### config.mk
export PLATFORM = sky130hd
export DESIGN_NAME = ags_cell
export DESIGN_NICKNAME = d
export VERILOG_FILES = /design/src/hw/rtl/ags_pkg.sv /design/src/hw/rtl/ags_cell.sv
export SDC_FILE = /design/constraint.sdc
export NUM_CORES = 1
export LEC_CHECK = 0
export ABC_CLOCK_PERIOD_IN_PS = 6400
export BUFFER_PORTS_ARGS = -buffer_cell sky130_fd_sc_hd__buf_2
export CAP_MARGIN = 20
export CORE_MARGIN = 4
export CORE_UTILIZATION = 30
export CTS_CLUSTER_DIAMETER = 80
export DETAILED_ROUTE_END_ITERATION = 8
export SLEW_MARGIN = 20
export SYNTH_ARGS = -nofsm -noshare
export SYNTH_HDL_FRONTEND = slang
export SYNTH_SLANG_ARGS = --single-unit
### constraint.sdc
create_clock -name clk -period 6.4 [get_ports clk]
set_clock_uncertainty 0.1 [all_clocks]
set_input_delay 0.96 -clock clk [delete_from_list [all_inputs] [get_ports clk]]
set_output_delay 0.96 -clock clk [all_outputs]
set_load 0.1 [all_outputs]
### src/hw/rtl/ags_pkg.sv
// ============================================================================
// ags_pkg: shared types and constants of the vector argsort core
// Word layouts of both channels, the cell entry, the chain control group,
// the register map and the controller states.
// ============================================================================
`timescale 1ns / 1ps
`default_nettype none

package ags_pkg;

    localparam int MAX_LEN   = 64;
    localparam int KEY_W     = 32;
    localparam int IDX_W     = $clog2(MAX_LEN);
    localparam int CNT_W     = $clog2(MAX_LEN + 1);
    localparam int SRC_POS_W = 6;
    localparam int ADDR_W    = 2;
    localparam int DATA_W    = 32;

    localparam logic [ADDR_W-1:0] REG_ASCENDING_ORDER = ADDR_W'(0);

    typedef struct packed {
        logic signed [KEY_W-1:0] key_value;
        logic                    is_last;
    } in_word_t;

    typedef struct packed {
        logic signed [KEY_W-1:0] sorted_key;
        logic [SRC_POS_W-1:0]    source_position;
        logic                    final_result;
        logic                    overflow_flag;
    } out_word_t;

    typedef struct packed {
        logic                    valid;
        logic signed [KEY_W-1:0] key;
        logic [IDX_W-1:0]        pos;
    } ent_t;

    typedef struct packed {
        logic insert;
        logic shift_dn;
        logic shift_up;
    } ctrl_t;

    typedef enum logic {
        ST_FILL,
        ST_DRAIN
    } state_t;

    localparam ent_t EMPTY_ENT = '{valid: 1'b0, key: '0, pos: '0};

endpackage

`default_nettype wire

### src/hw/rtl/ags_cell.sv
// ============================================================================
// ags_cell: one slot of the insertion chain
// Holds one key with its arrival position; takes the new key, its lower
// neighbor's entry or its upper neighbor's entry as the chain control says.
// ============================================================================
`timescale 1ns / 1ps
`default_nettype none

module ags_cell (
    input  wire logic          clk,
    input  wire logic          rst_n,
    input  wire ags_pkg::ctrl_t ctrl,
    input  wire ags_pkg::ent_t  new_ent,
    input  wire ags_pkg::ent_t  lo_ent,
    input  wire ags_pkg::ent_t  hi_ent,
    input  wire logic          lo_ins,
    output ags_pkg::ent_t       ent,
    output logic               ins
);
    import ags_pkg::*;

    logic                    valid_reg, valid_next;
    logic signed [KEY_W-1:0] key_reg, key_next;
    logic [IDX_W-1:0]        pos_reg, pos_next;
    ent_t                    sel;

    assign ent = '{valid: valid_reg, key: key_reg, pos: pos_reg};

    // A stable ascending chain: the new key goes after every key not above it.
    assign ins = !valid_reg || ($signed(key_reg) > $signed(new_ent.key));

    always_comb
    begin
        sel = ent;
        if (ctrl.insert)
        begin
            if (ins && lo_ins)
                sel = lo_ent;
            else if (ins)
                sel = new_ent;
        end
        else if (ctrl.shift_dn)
            sel = hi_ent;
        else if (ctrl.shift_up)
            sel = lo_ent;
        valid_next = sel.valid;
        key_next   = sel.key;
        pos_next   = sel.pos;
    end

    always_ff @(posedge clk or negedge rst_n)
    begin
        if (!rst_n)
            valid_reg <= 1'b0;
        else
            valid_reg <= valid_next;
    end

    always_ff @(posedge clk)
    begin
        key_reg <= key_next;
        pos_reg <= pos_next;
    end

endmodule

`default_nettype wire

# == Word-level counts from Yosys, hierarchy flattened ==
# Cells that the tools add are included.
# totals
regBits,39
elab_cells,15
# classes
n_lt_le_gt_ge,1
eq_ne,1
n_mux,5
n_reduce_logical,5
# ops
cell,count
39-bit two-way mux,5
32-bit > comparator,1
"3-bit by 1-bit != test with 1-bit output, second input constant",1
3-bit nonzero test,1
2-bit AND reduction,1
1-bit logical AND,1
1-bit zero test,1
1-bit logical OR,1

# == Depth between registers and ports, before layout ==
# Gate-level depths: netlist (run 1).
# depth
ltp_word,5
ltp_mapped,10
depth_no_buf,9

# == Least setup slack after synthesis (run 1) ==
# No wires, ideal clock.
# synth_timing
path_type,register -> output
startpoint,register key_reg[14]
endpoint,output port ins
t_arrival_ps,4563
t_required_ps,5340
path_slack_ps,777
path_stages_with_launch,9
path_buffers,0
cell_sequence,edfxtp_1 > ha_1 > a21oi_2 > nand2_1 > a221o_1 > o31a_2 > o21ai_0 > nand2_1 > o21ai_0
# synth_via
elab_chain_cells,2
# synth_lines
element,line,rtl
from (decl),ags_cell.sv:23,"logic signed [KEY_W-1:0] key_reg, key_next;"
from (signal assigned),ags_cell.sv:61,key_reg <= key_next;
32-bit > comparator,ags_cell.sv:30,assign ins = !valid_reg || ($signed(key_reg) > $signed(new_ent.key));
1-bit logical OR,ags_cell.sv:30,
to (decl),ags_cell.sv:18,output logic ins
# Every way passes these cells.

# == Worst setup path after layout (run 1) ==
# layout_timing
startpoint,input port new_ent[13] (netlist name)
endpoint,output port ins
# layout_via
elab_chain_cells,2
# layout_lines
element,line,rtl
from (decl),ags_cell.sv:13,"input wire ags_pkg::ent_t new_ent,"
32-bit > comparator,ags_cell.sv:30,
1-bit logical OR,ags_cell.sv:30,
# Every way passes these cells.

==> flow_summary_export.csv, run 1 <==
group,metric,value,unit
sta,fmax,0.231,GHz
yosys,synth_top_family_by_area,"compound AO/OA/AOI/OAI gates",
yosys,synth_area,3530,sq um
yosys,syn_area_per_cell,9.95,sq um
final_layout,finalInstanceArea,4510,sq um
final_layout,areaGrowthSynthToFinish,27.7,%
sta,setup_viol,0,
yosys,yosys_warnings,0,
cts,root_buffer,"clkbuf_16",
routing,dr.first_iter.drc_count,125,
placement,place_ws,2.06,ns
sta,tns,0,ns
routing,viasPerCell,4.85,
yosys,ys_seq_area_share,33.0,%
routing,num_vias,3158,
floorplanning,fp.dieH,117,um
cts,cts_sinks,39,
cts,post_cts_resized,0,
global_route,busiest_layer,"met2",
placement,io_buffer_count,162,
floorplanning,fp.dieW,117,um
final_layout,layout_common_cells,"162 x buf_2, 52 x a21oi_1, 39 x mux2i_1, 38 x a211oi_1, 38 x edfxtp_1",
placement,postPlaceCellArea,4350,sq um
final_layout,final_common_cell,"buf_2",
routing,drtAntennaViolNets,0,
cts,cts_tree,"built",
sta,hold_violations,0,
setup_path,critPathKind,"in -> out",
setup_path,cp.required,5.34,ns
setup_path,start_kind,"input pin",
floorplanning,row_count,39,
final_layout,final_util,39.4,%
cts,postCtsSetupBuffers,0,
floorplanning,core_area,11500,sq um
final_layout,drive_gt1_share,36.6,%
yosys,synth_xor_area_share,0,%
final_layout,largest_reg_flops,32,
min_path,min_path_type,"in -> async",
yosys,syn_nets,510,
pwr,ir_worst_vdd,134,uV
global_route,met3_usage,3.52,%
pwr,p_leak,0.00218,uW
sta,drv_slew,0,
yosys,synth-simple-area-share,14.7,%
floorplanning,die_area,13600,sq um
placement,gp_congestion,0.722,
final_layout,antenna_cells,0,
final_layout,nets,662,
sta,tightest_slew,0.842,ns
routing,drt-wirelength-per-cell,14.5,um
yosys,synthAdderAreaFrac,11.3,%
global_route,met2_usage,23.6,%
setup_path,crit_fanout,3,
setup_path,endpoint_kind,"primary output",
cts,htreeDepth,2,
setup_path,cp.arrival,3.27,ns
yosys,synth-compound-area-share,19.9,%
cts,cts.clk_slew.worst_paths,0.06,ns
global_route,gr-total-overflow,0,
yosys,synth_edf_count,38,
final_layout,nFillCells,1155,
floorplanning,ios,163,
yosys,synthArstFlopShare,2.56,%
sta,fin_ws,2.07,ns
routing,wl,9460,um
yosys,synth_cells,355,
yosys,ys_dominant_reg_cell,"edfxtp_1",
sta,relSlewSlack,43.8,%
cts,cts_max_path_buffers,2,
sta,period_share,67.7,%
yosys,synthDistinctLibCells,38,
cts,cts_hold_buf,0,
pwr,p_per_area,344,nW/um^2
flow_run,max_cap_viol_count,0,
global_route,grt_max_degree,85,
routing,dr.pass1.iters,4,
cts,clock_latency,0.28,ns
sta,rsz0062_at_grt,"false",
outcome,status,"finished, final reports clean",
global_route,antenna_found_initial,0,
sta,period_needed,4.33,ns
routing,drcViolationCount,0,
sta,holdWs,0.338,ns
floorplanning,initial_core_util,30.8,%
placement,dp.final_hpwl,7500,um
yosys,synth_seq_cells,39,
global_route,grt_pass1_wl,14700,um
global_route,track_usage,13.6,%
global_route,met1_usage,17.2,%
yosys,muxShareOfSynthArea,11.0,%
global_route,grt_pass1_vias,3053,
cts,numCtsBuffers,5,
-- area by class of cell --
class | count | area (sq um) | area share (%)
multi-input combinational | 260 | 2030 | 45.0
inverter | 33 | 124 | 2.74
tap | 143 | 179 | 3.96
clock inverter | 1 | 5.00 | 0.111
sequential | 39 | 1170 | 25.8
timing repair buffer | 168 | 876 | 19.4
clock buffer | 7 | 133 | 2.94
-- path summary, 6_finish.rpt --
check                                      startpoint                     to  slack, ns  cells after the start
worst max-delay path                      new_ent[13]                    ins       2.07                     11
worst min-delay path                            rst_n  valid_reg$_DFFE_PN0P_       0.34                      1
worst max register to register   key_reg[7]$_DFFE_PP_   key_reg[3]$_DFFE_PP_       3.24                      9
worst min register to register  valid_reg$_DFFE_PN0P_  valid_reg$_DFFE_PN0P_       0.63                      2
max in group asynchronous                       rst_n  valid_reg$_DFFE_PN0P_       5.78                      1
min in group clk                valid_reg$_DFFE_PN0P_  valid_reg$_DFFE_PN0P_       0.63                      2
-- where the power goes --
group          internal (uW)  total (uW)  switching (uW)  leakage, uW
sequential               364         398            33.7     0.000394
combinational            226         914             688      0.00171
clock                    144         242            98.1    0.0000679
total                    734        1550             820      0.00218
-- cells by family (layout without fill, tap and decap cells) --
kind of cell | after synthesis | count (layout)
muxes | 39 | 39
AOI/OAI and AO/OA | 108 | 108
buffers and inverters | 56 | 209
and+or+nand+nor | 81 | 81
adders and majority gates | 32 | 32
DFF | 39 | 39
-- layer usage --
metal | share of wire (%) | routed length [um]
met1 | 44 | 4120
met2 | 48 | 4550
met3 | 7.8 | 738
met4 | 0.56 | 53
met5 | 0 | 0
-- Yosys cell counts (6+ instances only) --
| cell | count | area, sq um |
|---|---|---|
| a21oi_1 | 52 | 260 |
| mux2i_1 | 39 | 390 |
| a211oi_1 | 38 | 285 |
| edfxtp_1 | 38 | 1140 |
| inv_1 | 33 | 124 |
| ha_1 | 32 | 400 |
| and2b_1 | 30 | 225 |
| nand2_1 | 12 | 45.0 |
| nor2b_1 | 9 | 56.3 |
| clkbuf_8 | 7 | 96.3 |
| nand4_1 | 7 | 43.8 |
| dlygate4sd3_1 | 6 | 60.1 |
| o21ai_0 | 6 | 30.0 |
-- critical path, stage by stage --
cell and delay [ns]:
buf_2 0.09, inv_1 0.04, ha_1 0.32, a21oi_1 0.15, o21ai_0 0.13, a221o_1 0.36
o31a_2 0.38, o21ai_0 0.17, nand2_1 0.07, o21ai_0 0.14, buf_2 0.45
-- metrics by stage --
| stage | instances | power, uW |
|---|---|---|
| 6_report | 651 | 1550 |
| 5_1_grt | 651 | 1650 |
| 4_1_cts | 650 | 1570 |
| 3_5_place_dp | 642 | 1320 |
| 3_3_place_gp | 642 | 1310 |
| 2_1_floorplan | 355 | 1160 |
Note: power is estimated with default switching activity, not from simulation.
==> run 2: changes to the inputs <==
- ABC_CLOCK_PERIOD_IN_PS: 6400 -> 3700
- clock period: 6.4 -> 3.7 ns (I/O delays scaled with it)
==> flow_summary_export.csv, run 2 (synthesized netlist as in run 1, its figures left out) <==
group,metric,value,unit
pwr,ir_worst_vdd,333,uV
cts,cts_max_path_buffers,2,
cts,htreeDepth,2,
final_layout,stdcell_count,654,
routing,drcViolationCount,0,
setup_path,start_kind,"flip-flop",
routing,wl,9820,um
routing,drt-wirelength-per-cell,15.0,um
sta,period_share,91.2,%
setup_path,crit_path_cell_trace,"ha_1 > nand4_2 > nor2_1 > a221o_1 > o31a_2 > o21ai_0 > nand2_1 > o21ai_4 > buf_12",
placement,place_ws,0.348,ns
placement,io_buffer_count,162,
global_route,antenna_found_initial,0,
sta,tns,0,ns
cts,cts_hold_buf,1,
floorplanning,core_area,11500,sq um
sta,hold_violations,0,
final_layout,final_util,40.1,%
setup_path,cp.required,3.04,ns
setup_path,critPathMaxStageDelay,0.41,ns
cts,post_cts_resized,0,
sta,holdWs,0.424,ns
floorplanning,die_area,13600,sq um
sta,setup_viol,0,
cts,numCtsBuffers,5,
pwr,power_switching,1450,uW
routing,drtAntennaViolNets,0,
setup_path,endpoint_kind,"primary output",
floorplanning,fp.dieW,117,um
setup_path,cp_slowest_cell,"edfxtp_1",
global_route,track_usage,14.1,%
pwr,swShare,51.4,%
sta,rsz0062_at_grt,"false",
final_layout,nets,665,
pwr,p_clk_share,18.4,%
sta,tightest_slew,0.760,ns
min_path,min_path_type,"in -> reg",
routing,dr.first_iter.drc_count,132,
setup_path,crit_fanout,4,
routing,viasPerCell,4.93,
setup_path,cp.arrival,2.72,ns
final_layout,largest_reg_flops,32,
placement,gp_congestion,0.719,
placement,placed_cells,645,
global_route,grt_pass1_vias,3117,
sta,period_needed,3.37,ns
sta,fmax,0.296,GHz
setup_path,crit_family,"compound AO/OA/AOI/OAI gates",
setup_path,path_buf_inv,1,
cts,cts.clk_slew.worst_paths,0.06,ns
global_route,grt_pass1_wl,15200,um
routing,num_vias,3221,
cts,cts_tree,"built",
sta,fin_ws,0.327,ns
outcome,status,"finished, final reports clean",
routing,dr.pass1.iters,4,
setup_path,critPathKind,"reg -> out",
pwr,p_per_area,613,nW/um^2
pwr,p_int,1370,uW
final_layout,final_common_cell,"buf_2",
final_layout,drive_gt1_share,37.4,%
cts,postCtsSetupBuffers,0,
flow_run,max_cap_viol_count,0,
cts,clock_latency,0.29,ns
pwr,p_seq_share,24.5,%
sta,relSlewSlack,49.3,%
floorplanning,fp.dieH,117,um
global_route,gr-total-overflow,0,
floorplanning,initial_core_util,30.8,%
cts,root_buffer,"clkbuf_16",
final_layout,layout_common_cells,"161 x buf_2, 52 x a21oi_1, 39 x mux2i_1, 38 x a211oi_1, 38 x edfxtp_1",
global_route,grt_max_degree,46,
final_layout,antenna_cells,0,
sta,drv_slew,0,
floorplanning,row_count,39,
pwr,p_leak,0.00222,uW
floorplanning,ios,163,
final_layout,areaGrowthSynthToFinish,30.2,%
pwr,pwr-share-comb,57.2,%
placement,dp.final_hpwl,7910,um
cts,cts_sinks,39,
## run 2: path summary, 6_finish.rpt
check                           slack, ns                     to  cells past startpoint             startpoint
worst min-delay path                 0.42  valid_reg$_DFFE_PN0P_                      3             lo_ent[38]
min in group asynchronous            0.47  valid_reg$_DFFE_PN0P_                      2                  rst_n
max in group asynchronous            2.94  valid_reg$_DFFE_PN0P_                      2                  rst_n
worst min register to register       0.67  valid_reg$_DFFE_PN0P_                      2  valid_reg$_DFFE_PN0P_
worst max-delay path                 0.33                    ins                      9  key_reg[14]$_DFFE_PP_
worst max register to register       0.69   key_reg[8]$_DFFE_PP_                      8  key_reg[14]$_DFFE_PP_
## run 2: stage by stage
stage	total power, uW	area, sq um
detailed placement	2330	4420
global placement	2310	4420
global route	2970	4600
CTS	2860	4600
floorplan	2010	3560
finish	2820	4600
## run 2: final cells by class
class / instances / area, sq um
clock buffers: 6 / 139
clock inverters: 2 / 35.0
fillers: 1172 / 6870
inverters: 33 / 124
multi-input cells: 260 / 2050
flip-flops and latches: 39 / 1170
well taps: 143 / 179
repair buffers: 171 / 908
## run 2: power by group through the flow
stage / clock network [uW] / registers (uW) / logic [uW]
after detailed placement: 0 / 702 / 1630
after global routing: 551 / 703 / 1720
final: 518 / 690 / 1610
after global placement: 0 / 697 / 1610
after floorplan: 0 / 1410 / 594
after CTS: 534 / 693 / 1630
## run 2: metal layers
metal / GRT usage, % / vias to the layer above / wire length [um]
met5: 0 / - / 0
met4: 3.71 / 0 / 131
met3: 2.49 / 8 / 591
met2: 24.3 / 92 / 4750
met1: 18.2 / 1480 / 4350
li1: - / 1641 / -
## run 2: worst reg2reg max path: cells and delay by family, from the launching register on
kind / cells / cell delay (ns)
compound gates: 4 / 1.03
fa+ha+maj: 1 / 0.36
buf+inv: 1 / 0.36
flops: 1 / 0.41
mux: 1 / 0.25
simple gates: 1 / 0.23
